<file path="config.mk">
export PLATFORM = sky130hd
export DESIGN_NAME = linked_task_queue_manager
export DESIGN_NICKNAME = d
export VERILOG_FILES = /design/src/rtl/ltqm_pkg.sv /design/src/rtl/linked_task_queue_manager.sv /design/src/rtl/ltqm_ram.sv /design/src/rtl/ltqm_tables.sv
export VERILOG_INCLUDE_DIRS = /design/src /design/src/rtl
export SDC_FILE = /design/constraint.sdc
export NUM_CORES = 1
export LEC_CHECK = 0
export BUFFER_PORTS_ARGS = -buffer_cell sky130_fd_sc_hd__buf_4
export CORE_UTILIZATION = 30
export CTS_CLUSTER_DIAMETER = 40
export DETAILED_ROUTE_END_ITERATION = 12
export SLEW_MARGIN = 20
export SYNTH_ARGS = -nofsm -noshare
export SYNTH_HDL_FRONTEND = slang
export SYNTH_HIERARCHICAL = 1
export SYNTH_SLANG_ARGS = --single-unit
</file>
<file path="constraint.sdc">
create_clock -name clk_i -period 4.3 [get_ports clk_i]
set_input_delay 1.29 -clock clk_i [delete_from_list [all_inputs] [get_ports clk_i]]
set_output_delay 1.29 -clock clk_i [all_outputs]
set_load 0.03 [all_outputs]
</file>
<file path="src/rtl/linked_task_queue_manager_defines.svh">
// assertion macros shared by the linked task queue manager rtl
`ifndef LINKED_TASK_QUEUE_MANAGER_DEFINES_SVH
`define LINKED_TASK_QUEUE_MANAGER_DEFINES_SVH

// concurrent assertion on an explicit clock and active-low reset
`define LTQM_ASSERT_CLK(lbl, clk, rst_n, prop, msg) \
  lbl: assert property (@(posedge clk) disable iff (!rst_n) prop) else $error(msg);

// concurrent assertion on the block clock and reset
`define LTQM_ASSERT(lbl, prop, msg) \
  `LTQM_ASSERT_CLK(lbl, clk_i, rst_ni, prop, msg)

`endif

</file>
<file path="src/rtl/ltqm_pkg.sv">
// types and constants of the linked task queue manager
package ltqm_pkg;

  localparam int NUM_SLOTS_DEF  = 16;
  localparam int NUM_QUEUES_DEF = 4;

  // field widths on the stream ports
  localparam int REQ_W    = 3;
  localparam int QID_W    = 2;
  localparam int SLOT_W   = 4;
  localparam int STATUS_W = 2;

  // input word layout
  localparam int REQ_LSB    = 0;
  localparam int QID_LSB    = REQ_LSB + REQ_W;
  localparam int SLOT_LSB   = QID_LSB + QID_W;
  localparam int IN_DATA_W  = 16;

  // output word layout
  localparam int OUT_USED_W = SLOT_W + 3 + STATUS_W;
  localparam int OUT_DATA_W = 16;
  localparam int OUT_PAD_W  = OUT_DATA_W - OUT_USED_W;

  typedef enum logic [REQ_W-1:0] {
    REQ_APPEND = 3'd0,
    REQ_INSERT = 3'd1,
    REQ_POP    = 3'd2,
    REQ_REMOVE = 3'd3,
    REQ_CHECK  = 3'd4
  } req_e;

  typedef enum logic [STATUS_W-1:0] {
    STS_OK        = 2'd0,
    STS_POP_EMPTY = 2'd1,
    STS_BAD_SLOT  = 2'd2
  } status_e;

  typedef enum logic {
    ST_IDLE = 1'b0,
    ST_EXEC = 1'b1
  } state_e;

  // update strobes for the per-queue and per-slot registers
  typedef struct packed {
    logic set_head;
    logic set_tail;
    logic set_ne;
    logic clr_ne;
    logic set_own;
    logic clr_own;
    logic own_side;  // 1: owner kept in the next-link entry, 0: in the prev-link entry
  } tbl_ctl_t;

endpackage

</file>
<file path="src/rtl/linked_task_queue_manager.sv">
// top level of the linked task queue manager
//
// keeps NUM_QUEUES doubly linked queues of task slots 0..NUM_SLOTS-1
// input words (s_axis): append at tail, insert at head, pop head, remove a
// slot (returns its successor) or check membership, on one queue
// output words (m_axis): one result per input word, same order
// flow: in idle the word is accepted and the link and owner entries are
// read from the two link rams into registered outputs; in exec the block
// modifies and writes back both rams and the per-queue registers and loads
// the result; no new word is accepted until that write-back is done, as
// each word makes a read-then-write pass through the link rams
// the result register lets the next word be accepted while a result waits;
// if the receiver stalls with a result still pending, the write-back
// holds until the pending result is taken, then input waits in turn
// reset: all queues empty and no slot owned; link rams need no clearing, an
// entry is only used while its slot is owned
`include "linked_task_queue_manager_defines.svh"

module linked_task_queue_manager #(
  parameter int NUM_SLOTS  = ltqm_pkg::NUM_SLOTS_DEF,
  parameter int NUM_QUEUES = ltqm_pkg::NUM_QUEUES_DEF
) (
  input  logic                            clk_i,
  input  logic                            rst_ni,
  // request stream
  input  logic                            s_axis_tvalid,
  output logic                            s_axis_tready,
  // [2:0] req_type, [4:3] queue_id, [8:5] slot, [15:9] zero
  input  logic [ltqm_pkg::IN_DATA_W-1:0]  s_axis_tdata,
  // result stream
  output logic                            m_axis_tvalid,
  input  logic                            m_axis_tready,
  // [3:0] slot_out, [4] slot_out_valid, [5] found, [6] queue_empty,
  // [8:7] status, [15:9] zero
  output logic [ltqm_pkg::OUT_DATA_W-1:0] m_axis_tdata
);

  import ltqm_pkg::*;

  localparam int SW = $clog2(NUM_SLOTS);
  localparam int QW = (NUM_QUEUES > 1) ? $clog2(NUM_QUEUES) : 1;
  localparam int EW = QW + SW;  // link ram entry: {owner queue, link}

  // fsm
  state_e state_q, state_d;
  logic   accept, done;

  // request fields
  logic [REQ_W-1:0]  req_in;
  logic [QID_W-1:0]  qid_in;
  logic [SLOT_W-1:0] slot_in;
  logic [QW-1:0]     qidx_in;
  logic [SW-1:0]     sidx_in;
  logic              slot_ok_in, queue_ok_in;

  // registered request
  req_e          req_q;
  logic [QW-1:0] qid_q;
  logic [SW-1:0] sidx_q;
  logic          slot_ok_q, queue_ok_q;

  // table lookups (registered at accept)
  logic [SW-1:0] hd, tl;
  logic          ne, own_s, side_s;
  logic [SW-1:0] rd_addr;
  // head of the requested queue, used to address the rams on a pop
  logic [SW-1:0] hd_now;

  // link rams
  logic [EW-1:0] nx_rdata, pv_rdata;
  logic          nx_we, pv_we;
  logic [SW-1:0] nx_waddr, pv_waddr;
  logic [EW-1:0] nx_wdata, pv_wdata;

  // write-back
  tbl_ctl_t      ctl, ctl_go;
  logic [SW-1:0] head_new, tail_new, tgt;

  // result
  logic [SLOT_W-1:0] res_slot;
  logic              res_valid, res_found, res_empty;
  status_e           res_status;
  logic              m_valid_q;
  logic [OUT_DATA_W-1:0] m_data_q;

  // request decode
  assign req_in      = s_axis_tdata[REQ_LSB +: REQ_W];
  assign qid_in      = s_axis_tdata[QID_LSB +: QID_W];
  assign slot_in     = s_axis_tdata[SLOT_LSB +: SLOT_W];
  assign qidx_in     = QW'(qid_in);
  assign sidx_in     = SW'(slot_in);
  assign slot_ok_in  = 32'(slot_in) < 32'(NUM_SLOTS);
  assign queue_ok_in = 32'(qid_in) < 32'(NUM_QUEUES);

  // fsm next state
  always_comb begin
    state_d = state_q;
    case (state_q)
      ST_IDLE: begin
        if (s_axis_tvalid) begin
          state_d = ST_EXEC;
        end
      end
      ST_EXEC: begin
        if (!m_valid_q || m_axis_tready) begin
          state_d = ST_IDLE;
        end
      end
      default: state_d = ST_IDLE;
    endcase
  end

  // fsm outputs
  always_comb begin
    s_axis_tready = 1'b0;
    done          = 1'b0;
    case (state_q)
      ST_IDLE: s_axis_tready = 1'b1;
      ST_EXEC: done          = !m_valid_q || m_axis_tready;
      default: ;
    endcase
  end

  assign accept = s_axis_tvalid && s_axis_tready;

  always_ff @(posedge clk_i or negedge rst_ni) begin
    if (!rst_ni) begin
      state_q <= ST_IDLE;
    end else begin
      state_q <= state_d;
    end
  end

  always_ff @(posedge clk_i) begin
    if (accept) begin
      req_q      <= req_e'(req_in);
      qid_q      <= qidx_in;
      sidx_q     <= sidx_in;
      slot_ok_q  <= slot_ok_in;
      queue_ok_q <= queue_ok_in;
    end
  end

  // pop works on the head, everything else on the named slot
  assign rd_addr = (req_e'(req_in) == REQ_POP) ? hd_now : sidx_in;

  ltqm_tables #(
    .NUM_SLOTS  (NUM_SLOTS),
    .NUM_QUEUES (NUM_QUEUES),
    .SW         (SW),
    .QW         (QW)
  ) u_tables (
    .clk_i      (clk_i),
    .rst_ni     (rst_ni),
    .rd_en_i    (accept),
    .rd_q_i     (qidx_in),
    .rd_s_i     (sidx_in),
    .head_o     (hd),
    .tail_o     (tl),
    .nonempty_o (ne),
    .owned_o    (own_s),
    .side_o     (side_s),
    .head_now_o (hd_now),
    .ctl_i      (ctl_go),
    .wr_q_i     (qid_q),
    .wr_s_i     (tgt),
    .head_i     (head_new),
    .tail_i     (tail_new)
  );

  ltqm_ram #(
    .WIDTH (EW),
    .DEPTH (NUM_SLOTS)
  ) u_next_ram (
    .clk_i   (clk_i),
    .we_i    (nx_we && done),
    .waddr_i (nx_waddr),
    .wdata_i (nx_wdata),
    .re_i    (accept),
    .raddr_i (rd_addr),
    .rdata_o (nx_rdata)
  );

  ltqm_ram #(
    .WIDTH (EW),
    .DEPTH (NUM_SLOTS)
  ) u_prev_ram (
    .clk_i   (clk_i),
    .we_i    (pv_we && done),
    .waddr_i (pv_waddr),
    .wdata_i (pv_wdata),
    .re_i    (accept),
    .raddr_i (rd_addr),
    .rdata_o (pv_rdata)
  );

  // read-modify-write of the addressed queue
  logic [SW-1:0] nx_link, pv_link;
  logic [QW-1:0] owner_s;
  logic          in_q, is_head, is_tail, ne_after, do_unlink;

  assign nx_link = nx_rdata[SW-1:0];
  assign pv_link = pv_rdata[SW-1:0];
  // owner copy lives in whichever entry the slot's push wrote
  assign owner_s = side_s ? nx_rdata[EW-1:SW] : pv_rdata[EW-1:SW];
  assign in_q    = slot_ok_q && own_s && (owner_s == qid_q);
  assign tgt     = (req_q == REQ_POP) ? hd : sidx_q;
  assign is_head = (hd == tgt);
  assign is_tail = (tl == tgt);

  always_comb begin
    nx_we      = 1'b0;
    nx_waddr   = tgt;
    nx_wdata   = '0;
    pv_we      = 1'b0;
    pv_waddr   = tgt;
    pv_wdata   = '0;
    ctl        = '0;
    head_new   = hd;
    tail_new   = tl;
    res_slot   = '0;
    res_valid  = 1'b0;
    res_found  = 1'b0;
    res_status = STS_OK;
    ne_after   = ne;
    do_unlink  = 1'b0;

    if (!queue_ok_q) begin
      res_status = STS_BAD_SLOT;
      ne_after   = 1'b0;
    end else begin
      case (req_q)
        REQ_APPEND: begin
          if (!slot_ok_q || own_s) begin
            res_status = STS_BAD_SLOT;
          end else begin
            if (ne) begin
              nx_we    = 1'b1;
              nx_waddr = tl;
              nx_wdata = {qid_q, sidx_q};
            end
            // prev entry of the new slot also holds its owner
            pv_we        = 1'b1;
            pv_waddr     = sidx_q;
            pv_wdata     = {qid_q, (ne ? tl : sidx_q)};
            ctl.set_tail = 1'b1;
            tail_new     = sidx_q;
            ctl.set_head = !ne;
            head_new     = sidx_q;
            ctl.set_ne   = 1'b1;
            ctl.set_own  = 1'b1;
            ctl.own_side = 1'b0;
            ne_after     = 1'b1;
          end
        end
        REQ_INSERT: begin
          if (!slot_ok_q || own_s) begin
            res_status = STS_BAD_SLOT;
          end else begin
            if (ne) begin
              pv_we    = 1'b1;
              pv_waddr = hd;
              pv_wdata = {qid_q, sidx_q};
            end
            // next entry of the new slot also holds its owner
            nx_we        = 1'b1;
            nx_waddr     = sidx_q;
            nx_wdata     = {qid_q, (ne ? hd : sidx_q)};
            ctl.set_head = 1'b1;
            head_new     = sidx_q;
            ctl.set_tail = !ne;
            tail_new     = sidx_q;
            ctl.set_ne   = 1'b1;
            ctl.set_own  = 1'b1;
            ctl.own_side = 1'b1;
            ne_after     = 1'b1;
          end
        end
        REQ_POP: begin
          if (!ne) begin
            res_status = STS_POP_EMPTY;
          end else begin
            do_unlink = 1'b1;
            res_slot  = SLOT_W'(hd);
            res_valid = 1'b1;
          end
        end
        REQ_REMOVE: begin
          if (!in_q) begin
            res_status = STS_BAD_SLOT;
          end else begin
            do_unlink = 1'b1;
            // the tail has no successor
            res_valid = !is_tail;
            res_slot  = is_tail ? '0 : SLOT_W'(nx_link);
          end
        end
        REQ_CHECK: res_found = in_q;
        default: ;
      endcase

      if (do_unlink) begin
        ctl.clr_own = 1'b1;
        if (is_head && is_tail) begin
          ctl.clr_ne = 1'b1;
          ne_after   = 1'b0;
        end else if (is_head) begin
          ctl.set_head = 1'b1;
          head_new     = nx_link;
        end else if (is_tail) begin
          ctl.set_tail = 1'b1;
          tail_new     = pv_link;
        end else begin
          // middle slot: splice its neighbours together
          nx_we    = 1'b1;
          nx_waddr = pv_link;
          nx_wdata = {qid_q, nx_link};
          pv_we    = 1'b1;
          pv_waddr = nx_link;
          pv_wdata = {qid_q, pv_link};
        end
      end
    end
    res_empty = !ne_after;
  end

  assign ctl_go = done ? ctl : '0;

  // result register
  always_ff @(posedge clk_i or negedge rst_ni) begin
    if (!rst_ni) begin
      m_valid_q <= 1'b0;
    end else if (done) begin
      m_valid_q <= 1'b1;
    end else if (m_axis_tready) begin
      m_valid_q <= 1'b0;
    end
  end

  always_ff @(posedge clk_i) begin
    if (done) begin
      m_data_q <= {{OUT_PAD_W{1'b0}}, res_status, res_empty, res_found, res_valid, res_slot};
    end
  end

  assign m_axis_tvalid = m_valid_q;
  assign m_axis_tdata  = m_data_q;

  // a finished write-back always leaves a result for the receiver
  `LTQM_ASSERT(a_done_gives_result, done |=> m_axis_tvalid, "write-back without result")
  // no new word is taken while the rams are being written back
  `LTQM_ASSERT(a_no_accept_in_exec, (state_q == ST_EXEC) |-> !s_axis_tready,
    "input accepted during write-back")
  // a refused pop never carries a slot
  `LTQM_ASSERT(a_pop_empty_no_slot,
    (m_axis_tvalid && (m_axis_tdata[8:7] == STS_POP_EMPTY)) |-> !m_axis_tdata[4],
    "pop on empty queue returned a slot")
  // membership is only reported on a clean request
  `LTQM_ASSERT(a_found_ok, (m_axis_tvalid && m_axis_tdata[5]) |-> (m_axis_tdata[8:7] == STS_OK),
    "found with error status")

endmodule

</file>
<file path="src/rtl/ltqm_ram.sv">
// generic single-port-write ram with registered read
module ltqm_ram #(
  parameter int WIDTH = 8,
  parameter int DEPTH = 16
) (
  input  logic                                     clk_i,
  input  logic                                     we_i,
  input  logic [((DEPTH > 1) ? $clog2(DEPTH) : 1)-1:0] waddr_i,
  input  logic [WIDTH-1:0]                         wdata_i,
  input  logic                                     re_i,
  input  logic [((DEPTH > 1) ? $clog2(DEPTH) : 1)-1:0] raddr_i,
  output logic [WIDTH-1:0]                         rdata_o
);

  logic [WIDTH-1:0] mem_q [DEPTH];
  logic [WIDTH-1:0] rdata_q;

  always_ff @(posedge clk_i) begin
    if (we_i) begin
      mem_q[waddr_i] <= wdata_i;
    end
    if (re_i) begin
      rdata_q <= mem_q[raddr_i];
    end
  end

  assign rdata_o = rdata_q;

endmodule

</file>
<file path="src/rtl/ltqm_tables.sv">
// per-queue head, tail and non-empty registers and per-slot ownership bits
module ltqm_tables #(
  parameter int NUM_SLOTS  = ltqm_pkg::NUM_SLOTS_DEF,
  parameter int NUM_QUEUES = ltqm_pkg::NUM_QUEUES_DEF,
  parameter int SW         = $clog2(NUM_SLOTS),
  parameter int QW         = (NUM_QUEUES > 1) ? $clog2(NUM_QUEUES) : 1
) (
  input  logic               clk_i,
  input  logic               rst_ni,
  // lookup, registered
  input  logic               rd_en_i,
  input  logic [QW-1:0]      rd_q_i,
  input  logic [SW-1:0]      rd_s_i,
  output logic [SW-1:0]      head_o,
  output logic [SW-1:0]      tail_o,
  output logic               nonempty_o,
  output logic               owned_o,
  output logic               side_o,
  // current head of the looked-up queue, combinational
  output logic [SW-1:0]      head_now_o,
  // update
  input  ltqm_pkg::tbl_ctl_t ctl_i,
  input  logic [QW-1:0]      wr_q_i,
  input  logic [SW-1:0]      wr_s_i,
  input  logic [SW-1:0]      head_i,
  input  logic [SW-1:0]      tail_i
);

  import ltqm_pkg::*;

  logic [SW-1:0] head_q [NUM_QUEUES];
  logic [SW-1:0] tail_q [NUM_QUEUES];
  logic [NUM_QUEUES-1:0] nonempty_q;
  logic [NUM_SLOTS-1:0]  owned_q;
  logic [NUM_SLOTS-1:0]  side_q;

  logic [SW-1:0] head_rd_q, tail_rd_q;
  logic          ne_rd_q, owned_rd_q, side_rd_q;

  always_ff @(posedge clk_i or negedge rst_ni) begin
    if (!rst_ni) begin
      nonempty_q <= '0;
      owned_q    <= '0;
    end else begin
      if (ctl_i.set_ne) begin
        nonempty_q[wr_q_i] <= 1'b1;
      end else if (ctl_i.clr_ne) begin
        nonempty_q[wr_q_i] <= 1'b0;
      end
      if (ctl_i.set_own) begin
        owned_q[wr_s_i] <= 1'b1;
      end else if (ctl_i.clr_own) begin
        owned_q[wr_s_i] <= 1'b0;
      end
    end
  end

  always_ff @(posedge clk_i) begin
    if (ctl_i.set_head) begin
      head_q[wr_q_i] <= head_i;
    end
    if (ctl_i.set_tail) begin
      tail_q[wr_q_i] <= tail_i;
    end
    if (ctl_i.set_own) begin
      side_q[wr_s_i] <= ctl_i.own_side;
    end
    if (rd_en_i) begin
      head_rd_q  <= head_q[rd_q_i];
      tail_rd_q  <= tail_q[rd_q_i];
      ne_rd_q    <= nonempty_q[rd_q_i];
      owned_rd_q <= owned_q[rd_s_i];
      side_rd_q  <= side_q[rd_s_i];
    end
  end

  assign head_o     = head_rd_q;
  assign tail_o     = tail_rd_q;
  assign nonempty_o = ne_rd_q;
  assign owned_o    = owned_rd_q;
  assign side_o     = side_rd_q;
  assign head_now_o = head_q[rd_q_i];

endmodule
</file>
## After elaboration in Yosys (flattened, before gate mapping)

Memories as Yosys holds them, arrays and structs flattened. A register that Yosys moved wholly into a read port is not among the register bits.
Index checks and enable logic that the tools add are counted.

- $lt $le $gt $ge: 6
- Reduce and logical (&&, ||, !) cells: 17
- Bitwise gates (word level): 7
- Eq/ne operators: 8
- Multiplexer cells: 118

Operator list:

| kind | number |
|---|---|
| 4-bit 2-to-1 mux | 33 |
| 6-bit 2-to-1 mux | 12 |
| 1-bit 2-to-1 mux | 45 |
| 16-bit 2-to-1 mux | 2 |
| 4-bit one-hot mux with 2 select lines | 3 |
| 6-bit one-hot mux with 2 select lines | 2 |
| 16-bit bitwise AND | 1 |
| 16-bit bitwise mux | 1 |
| 16-bit NOT | 1 |
| 16-bit OR | 1 |
| 4-bit by 5-bit less-than comparator with 1-bit output, second input constant | 2 |
| 2-bit 2-to-1 mux | 5 |
| 1-bit one-hot mux with 2 select lines | 5 |
| 3-bit by 2-bit == test with 1-bit output, second input constant | 3 |
| 1-bit binary-select mux with 4-bit select | 2 |
| 4-bit == test | 2 |
| 1-bit logical AND | 7 |
| 7-bit 2-to-1 mux | 1 |
| 2-bit by 3-bit less-than comparator with 1-bit output, second input constant | 2 |
| 3-bit 2-to-1 mux | 2 |
| 2-bit one-hot mux with 3 select lines | 1 |
| 3-bit one-hot mux with 2 select lines | 1 |
| 2-bit nonzero test | 3 |
| 4-bit bitwise AND | 1 |
| other kinds (15) | 18 |

- Input port bits: 20
- Output and inout port bits: 18
- Memory bits (writable): 224
- Word-level logic and storage cells: 175
- Memories kept: 4
- Flip-flop bits (word level): 63

Memories:

| name | words | bits a word | rd ports | clocked after Yosys merged registers in | write ports | line | source |
|---|---|---|---|---|---|---|---|
| u_next_ram.mem_q | 16 | 6 | 1 | 1 | 1 | ltqm_ram.sv:15 | `logic [WIDTH-1:0] mem_q [DEPTH];` |
| u_prev_ram.mem_q | 16 | 6 | 1 | 1 | 1 | ltqm_ram.sv:15 |  |
| u_tables.head_q | 4 | 4 | 1 | 0 | 1 | ltqm_tables.sv:31 | `logic [SW-1:0] head_q [NUM_QUEUES];` |
| u_tables.tail_q | 4 | 4 | 1 | 1 | 1 | ltqm_tables.sv:32 | `logic [SW-1:0] tail_q [NUM_QUEUES];` |

## Logic depth before layout (Yosys ltp)

- Depth in word-level cells: 10
- Depth in mapped cells: 10
- Depth with buffers taken out: 8

## By module

Netlist, hierarchy kept.

Modules (own cells, without submodules):

| module | instances | sequential area each (µm²) | area an instance (µm²) | cells an instance |
|---|---|---|---|---|
| ltqm_ram | 2 | 3062.9 | 3955.0 | 178 |
| ltqm_tables | 1 | 2272.2 | 3185.6 | 195 |
| linked_task_queue_manager | 1 | 590.6 | 1939.4 | 241 |

## Worst setup path before layout

No wires, ideal clock.

- Path type: register to register
- Start point: reg req_q[0]
- End point: mem u_next_ram/mem_q[0][0] (netlist name), enable pin
- Buffers on the path: 2
- Period minus slack after synthesis: 3769 ps
- Setup slack: 531 ps
- Arrival time: 3392 ps
- Required time: 3923 ps
- Setup time: 377 ps
- Cell stages (with the launch flop): 10
- Cells stage by stage: edfxtp_1 or3b_1 buf_2 mux2_4 a221o_1 o31a_1 buf_2 mux2_1 or3b_2 nor3_1

- Elaborated cells on any way between the ends: 25
- Classes of those cells: eq/ne: 5; mux: 17; reduce/logical: 3

RTL lines:

| element | line | source |
|---|---|---|
| from (decl) | linked_task_queue_manager.sv:57 | `req_e req_q;` |
| from (signal assigned) | linked_task_queue_manager.sv:136 | `req_q <= req_e'(req_in);` |
| 3-bit by 2-bit == test with 1-bit output (*) | linked_task_queue_manager.sv:207 | `assign tgt = (req_q == REQ_POP) ? hd : sidx_q;` |
| 4-bit 2-to-1 mux (*) | linked_task_queue_manager.sv:207 |  |
| via tgt[1] | linked_task_queue_manager.sv:77 | `logic [SW-1:0] head_new, tail_new, tgt;` |
| 4-bit == test | linked_task_queue_manager.sv:209 | `assign is_tail = (tl == tgt);` |
| 4-bit 2-to-1 mux | linked_task_queue_manager.sv:310 | `end else if (is_tail) begin` |
| 4-bit 2-to-1 mux | linked_task_queue_manager.sv:307 | `end else if (is_head) begin` |
| 4-bit 2-to-1 mux (*) | linked_task_queue_manager.sv:304 | `if (is_head && is_tail) begin` |
| 4-bit 2-to-1 mux (*) | linked_task_queue_manager.sv:302 | `if (do_unlink) begin` |
| via nx_waddr[2] | linked_task_queue_manager.sv:72 | `logic [SW-1:0] nx_waddr, pv_waddr;` |
| to (decl) | ltqm_ram.sv:15 |  |

The timed path passes the listed nets; every way through them passes the cells marked *.

## Final worst setup path

- Start point: reg req_q[1]
- End point: mem u_next_ram/mem_q[0][4] (netlist name), enable pin

The elaborated chain is that of the path after synthesis.

==> results.md <==
| Metric | Reported | Unit |
|---|---|---|
| Sink count of the clock tree | 303 | - |
| Number of gates resized after cts | 0 | - |
| Core utilization of the finished layout | 36.2 | % |
| Critical path launch point type | flop | - |
| Net Sw Power | 0.00220 | W |
| Hold-fix buffer count after cts | 0 | - |
| Met3 layer wire length in the routed design | 1560 | µm |
| Die width | 210 | µm |
| Post-synthesis cell type with the largest combined area | sky130_fd_sc_hd__edfxtp_1 | - |
| Primary FF master, synth | sky130_fd_sc_hd__edfxtp_1 | - |
| Setup repair after global routing missed its margin | false | - |
| Layout net count | 893 | - |
| Number of nets with antenna violations after routing | 0 | - |
| Setup Crit Path Kind | reg -> reg | - |
| Setup TNS | 0 | ns |
| Max-slew violation count | 0 | - |
| Pin count of the biggest net entering global routing | 37 | - |
| Endpoint kind of the worst setup timing path | flop | - |
| Min Tclk post-route | 3.79 | ns |
| Max Freq | 264 | MHz |
| Internal power summed over all cells | 0.00615 | W |
| Number of buffers inserted to repair setup after CTS | 0 | - |
| Diodes inserted | 0 | - |
| Ys Warns | 6 | - |
| Path type of the worst min-delay path | reg -> reg | - |
| Max Buffers Root-to-Sink | 3 | - |
| Required time at the worst-slack endpoint | 4.55 | ns |
| Crit path arrival time | 4.03 | ns |
| Number of filler instances in the final layout | 4063 | - |
| DIE HEIGHT | 210 | µm |
| DRT met1 WL | 12600 | µm |
| Drt pass-1 iters | 7 | - |
| Number of hold-slack violations in the final timing report | 0 | - |
| Remaining global-route overflow | 0 | - |
| Share of the clock period used by the worst path | 88.0 | % |
| Ys async rst share | 7.26 | % |
| CTS buffer count | 40 | - |
| Leak pwr | 5.41 | nW |
| Number of enable flip-flop cells after synthesis | 281 | - |
| Outcome | finished, final reports clean | - |
| Wire length per cell | 19.2 | µm |
| Share of the yosys chip area belonging to registers | 69.0 | % |
| Via density per instance | 4.87 | - |
| Count of buffers inserted at the top-level ports | 23 | - |
| Routed met2 length | 13700 | µm |
| Total DRC errors in the routed layout | 0 | - |
| Buffer type at the clock tree root | sky130_fd_sc_hd__clkbuf_16 | - |
| Top-area cell type share of the netlist area | 64.7 | % |
| Proportion of layout cells with a drive suffix above 1 | 22.9 | % |
| Total length of routed wires | 28600 | µm |
| Clock power share | 41.3 | % |
| Routed via count | 7245 | - |
| Number of setup violations in the final report | 0 | - |
| Netlist area before placement | 0.0130 | mm² |
| Placeable Area | 0.0430 | mm² |
| TritonCTS clock tree | yes | - |
| Slew margin rel. | 35.6 | % |
| Starting density of the core | 30.3 | % |
| Via count of the first global-routing pass | 7370 | - |
| Number of cell rows | 76 | - |
| Highest fanout seen on the critical path | 16 | - |
| Register clock-pin slew on the reported worst setup and hold paths | 0.06 | ns |
| Final HPWL DP | 18900 | µm |
| Relative contribution of sequential cells to total power | 44.4 | % |
| Total Die Area | 0.0443 | mm² |
| Total power consumption of the routed design | 0.00836 | W |
| CTS H-tree lvls | 2 | - |
| Post-synthesis area per instance | 16.5 | µm² |
| Number of different library cells in the post-synthesis netlist | 56 | - |
| First-iteration detailed-routing DRC count | 707 | - |
| Flops & latches, synth | 303 | - |
| Top layer used by detailed routing | met4 | - |
| Number of antenna violations at the first check in global routing | 0 | - |
| Maximum vdd ir drop | 0.298 | mV |
| Pwr per Cell Area | 536 | mW/mm² |
| Largest clock skew in the final design | 0.0334 | ns |
| Later-pin clock latency in the skew report | 0.54 | ns |
| Overall global routing resource usage | 13.1 | % |
| Area contributors post-synth | sky130_fd_sc_hd__edfxtp_1, sky130_fd_sc_hd__mux4_2, sky130_fd_sc_hd__mux4_1 | - |
| Switching power as a share of total power | 26.4 | % |
| Post-Syn Instances | 792 | - |
| Synthesis-to-finish area growth | 19.5 | % |
| Max Cap Viol | 0 | - |
| Part of the total power dissipated in combinational logic | 14.3 | % |
| Final GP Congestion | 0.922 | - |
| First-pass GRT wire length | 43800 | µm |
| Pin slew with the least headroom to its limit | 0.964 | ns |
| Ports placed on the boundary | 38 | - |
## cells in the mapped netlist (all sizes together), types with 7 or more instances
| cell type | count |
|---|---|
| a22o | 11 |
| a22oi | 28 |
| and2 | 14 |
| buf | 25 |
| clkbuf | 22 |
| dfrtp | 22 |
| edfxtp | 281 |
| inv | 7 |
| mux2 | 17 |
| mux4 | 65 |
| nand2 | 62 |
| nand2b | 14 |
| nand3 | 11 |
| nand3b | 8 |
| nor2 | 67 |
| nor2b | 17 |
| nor3 | 11 |
| o21ai | 45 |
## metal layers
layer / track usage, % / up-vias
met5: 0 / -
met4: 4.55 / 0
met3: 2.13 / 56
met2: 21.6 / 226
met1: 17.4 / 3663
li1: - / 3300
## worst max-delay path, cell delays in order, from the launching register on
cell and delay [ns]:
sky130_fd_sc_hd__edfxtp_1 0.47, sky130_fd_sc_hd__or3b_1 0.41, sky130_fd_sc_hd__mux2_4 0.37, sky130_fd_sc_hd__a221o_1 0.40
sky130_fd_sc_hd__o31a_1 0.45, sky130_fd_sc_hd__mux2_1 0.43, sky130_fd_sc_hd__or3b_2 0.53, sky130_fd_sc_hd__nor3_1 0.22
sky130_fd_sc_hd__buf_4 0.21
## final timing paths
check	cells after the start	to	from	slack (ns)
max in group asynchronous	1	asynchronous set/reset pin	rst_ni	3.40
min	1	flop	flop	0.50
max reg2reg	8	u_next_ram/mem_q[0][4]$_DFFE_PP_	req_q[1]$_DFFE_PP_	0.51
min in group asynchronous	1	asynchronous set/reset pin	rst_ni	0.66
min reg2reg	1	flop	flop	0.50
max	8	u_next_ram/mem_q[0][4]$_DFFE_PP_	req_q[1]$_DFFE_PP_	0.51
## power by group through the flow
stage / combinational, W / sequential, W / clock, W
detailed placement: 0.00120 / 0.00376 / 0
global route: 0.00130 / 0.00373 / 0.00365
floorplan: 0.000738 / 0.00377 / 0
CTS: 0.00120 / 0.00371 / 0.00352
global placement: 0.00118 / 0.00376 / 0
finish: 0.00120 / 0.00371 / 0.00345
## cells by family (layout without fill, tap and decap cells)
group | count (synthesis) | after routing | synth area share (%)
DFF | 303 | 303 | 69.0
xor gates and xnor gates | 5 | 5 | 0.336
other | 1 | 7 | 0.0288
AOI/OAI and AO/OA | 116 | 116 | 5.91
and+or+nand+nor | 225 | 225 | 8.38
muxes | 88 | 88 | 14.0
buffers and inverters | 54 | 159 | 2.39
## final cells by class
class | instances | area (µm²) | share of cell area [%]
multi-input combinational | 441 | 3790 | 24.3
sequential | 303 | 8990 | 57.7
timing repair buffer | 80 | 626 | 4.02
clock buffer | 45 | 1060 | 6.81
tap | 585 | 732 | 4.70
clock inverter | 27 | 357 | 2.29
inverter | 7 | 26.3 | 0.169
## through the flow
stage	area [µm²]	setup WS, ns	cells	hold WS (ns)
global route	15600	0.190	1488	0.500
detailed placement	14100	0.395	1415	0.481
global placement	14100	0.374	1415	0.472
finish	15600	0.514	1488	0.496
CTS	15600	0.536	1487	0.494
floorplan	13100	0.531	798	0.461
## state kept, by name, summed over array words and instances, names as in the netlist, named ones only
signal               count
u_next_ram/mem_q        96
u_prev_ram/mem_q        96
u_tables/head_q         16
u_tables/side_q         16
u_tables/tail_q         16
m_axis_tdata             9
u_next_ram/rdata_o       6
u_prev_ram/rdata_o       6
sidx_q                   4
u_tables/head_o          4
u_tables/tail_o          4
req_q                    3
qid_q                    2
m_axis_tvalid            1
state_q                  1
u_tables/nonempty_o      1
u_tables/owned_o         1
u_tables/side_o          1
## cells in the final DEF (no fill, tap or decap), drive strengths merged, types with 2 or more instances in the layout
master,synthesis,final
edfxtp,281,281
nand2,62,62
a221o,3,3
clkinv,0,12
nor2,67,67
o21ai,45,45
nor3,11,11
nor3b,2,2
nand3b,8,8
o211ai,3,3
or3b,4,4
nand3,11,11
mux2i,6,6
buf,25,79
bufinv,0,6
a221oi,2,2
dfrtp,22,22
mux2,17,17
conb,1,7
a21oi,6,6
a22o,11,11
a21o,3,3
nand2b,14,14
and2,14,14
a31oi,5,5
clkbuf,22,46
nor4,4,4
clkinvlp,0,5
and3,4,4
o31a,3,3
inv,7,11
mux4,65,65
or2,4,4
nor2b,17,17
a22oi,28,28
xor2,4,4
Note: power is estimated with default switching activity, not from simulation.
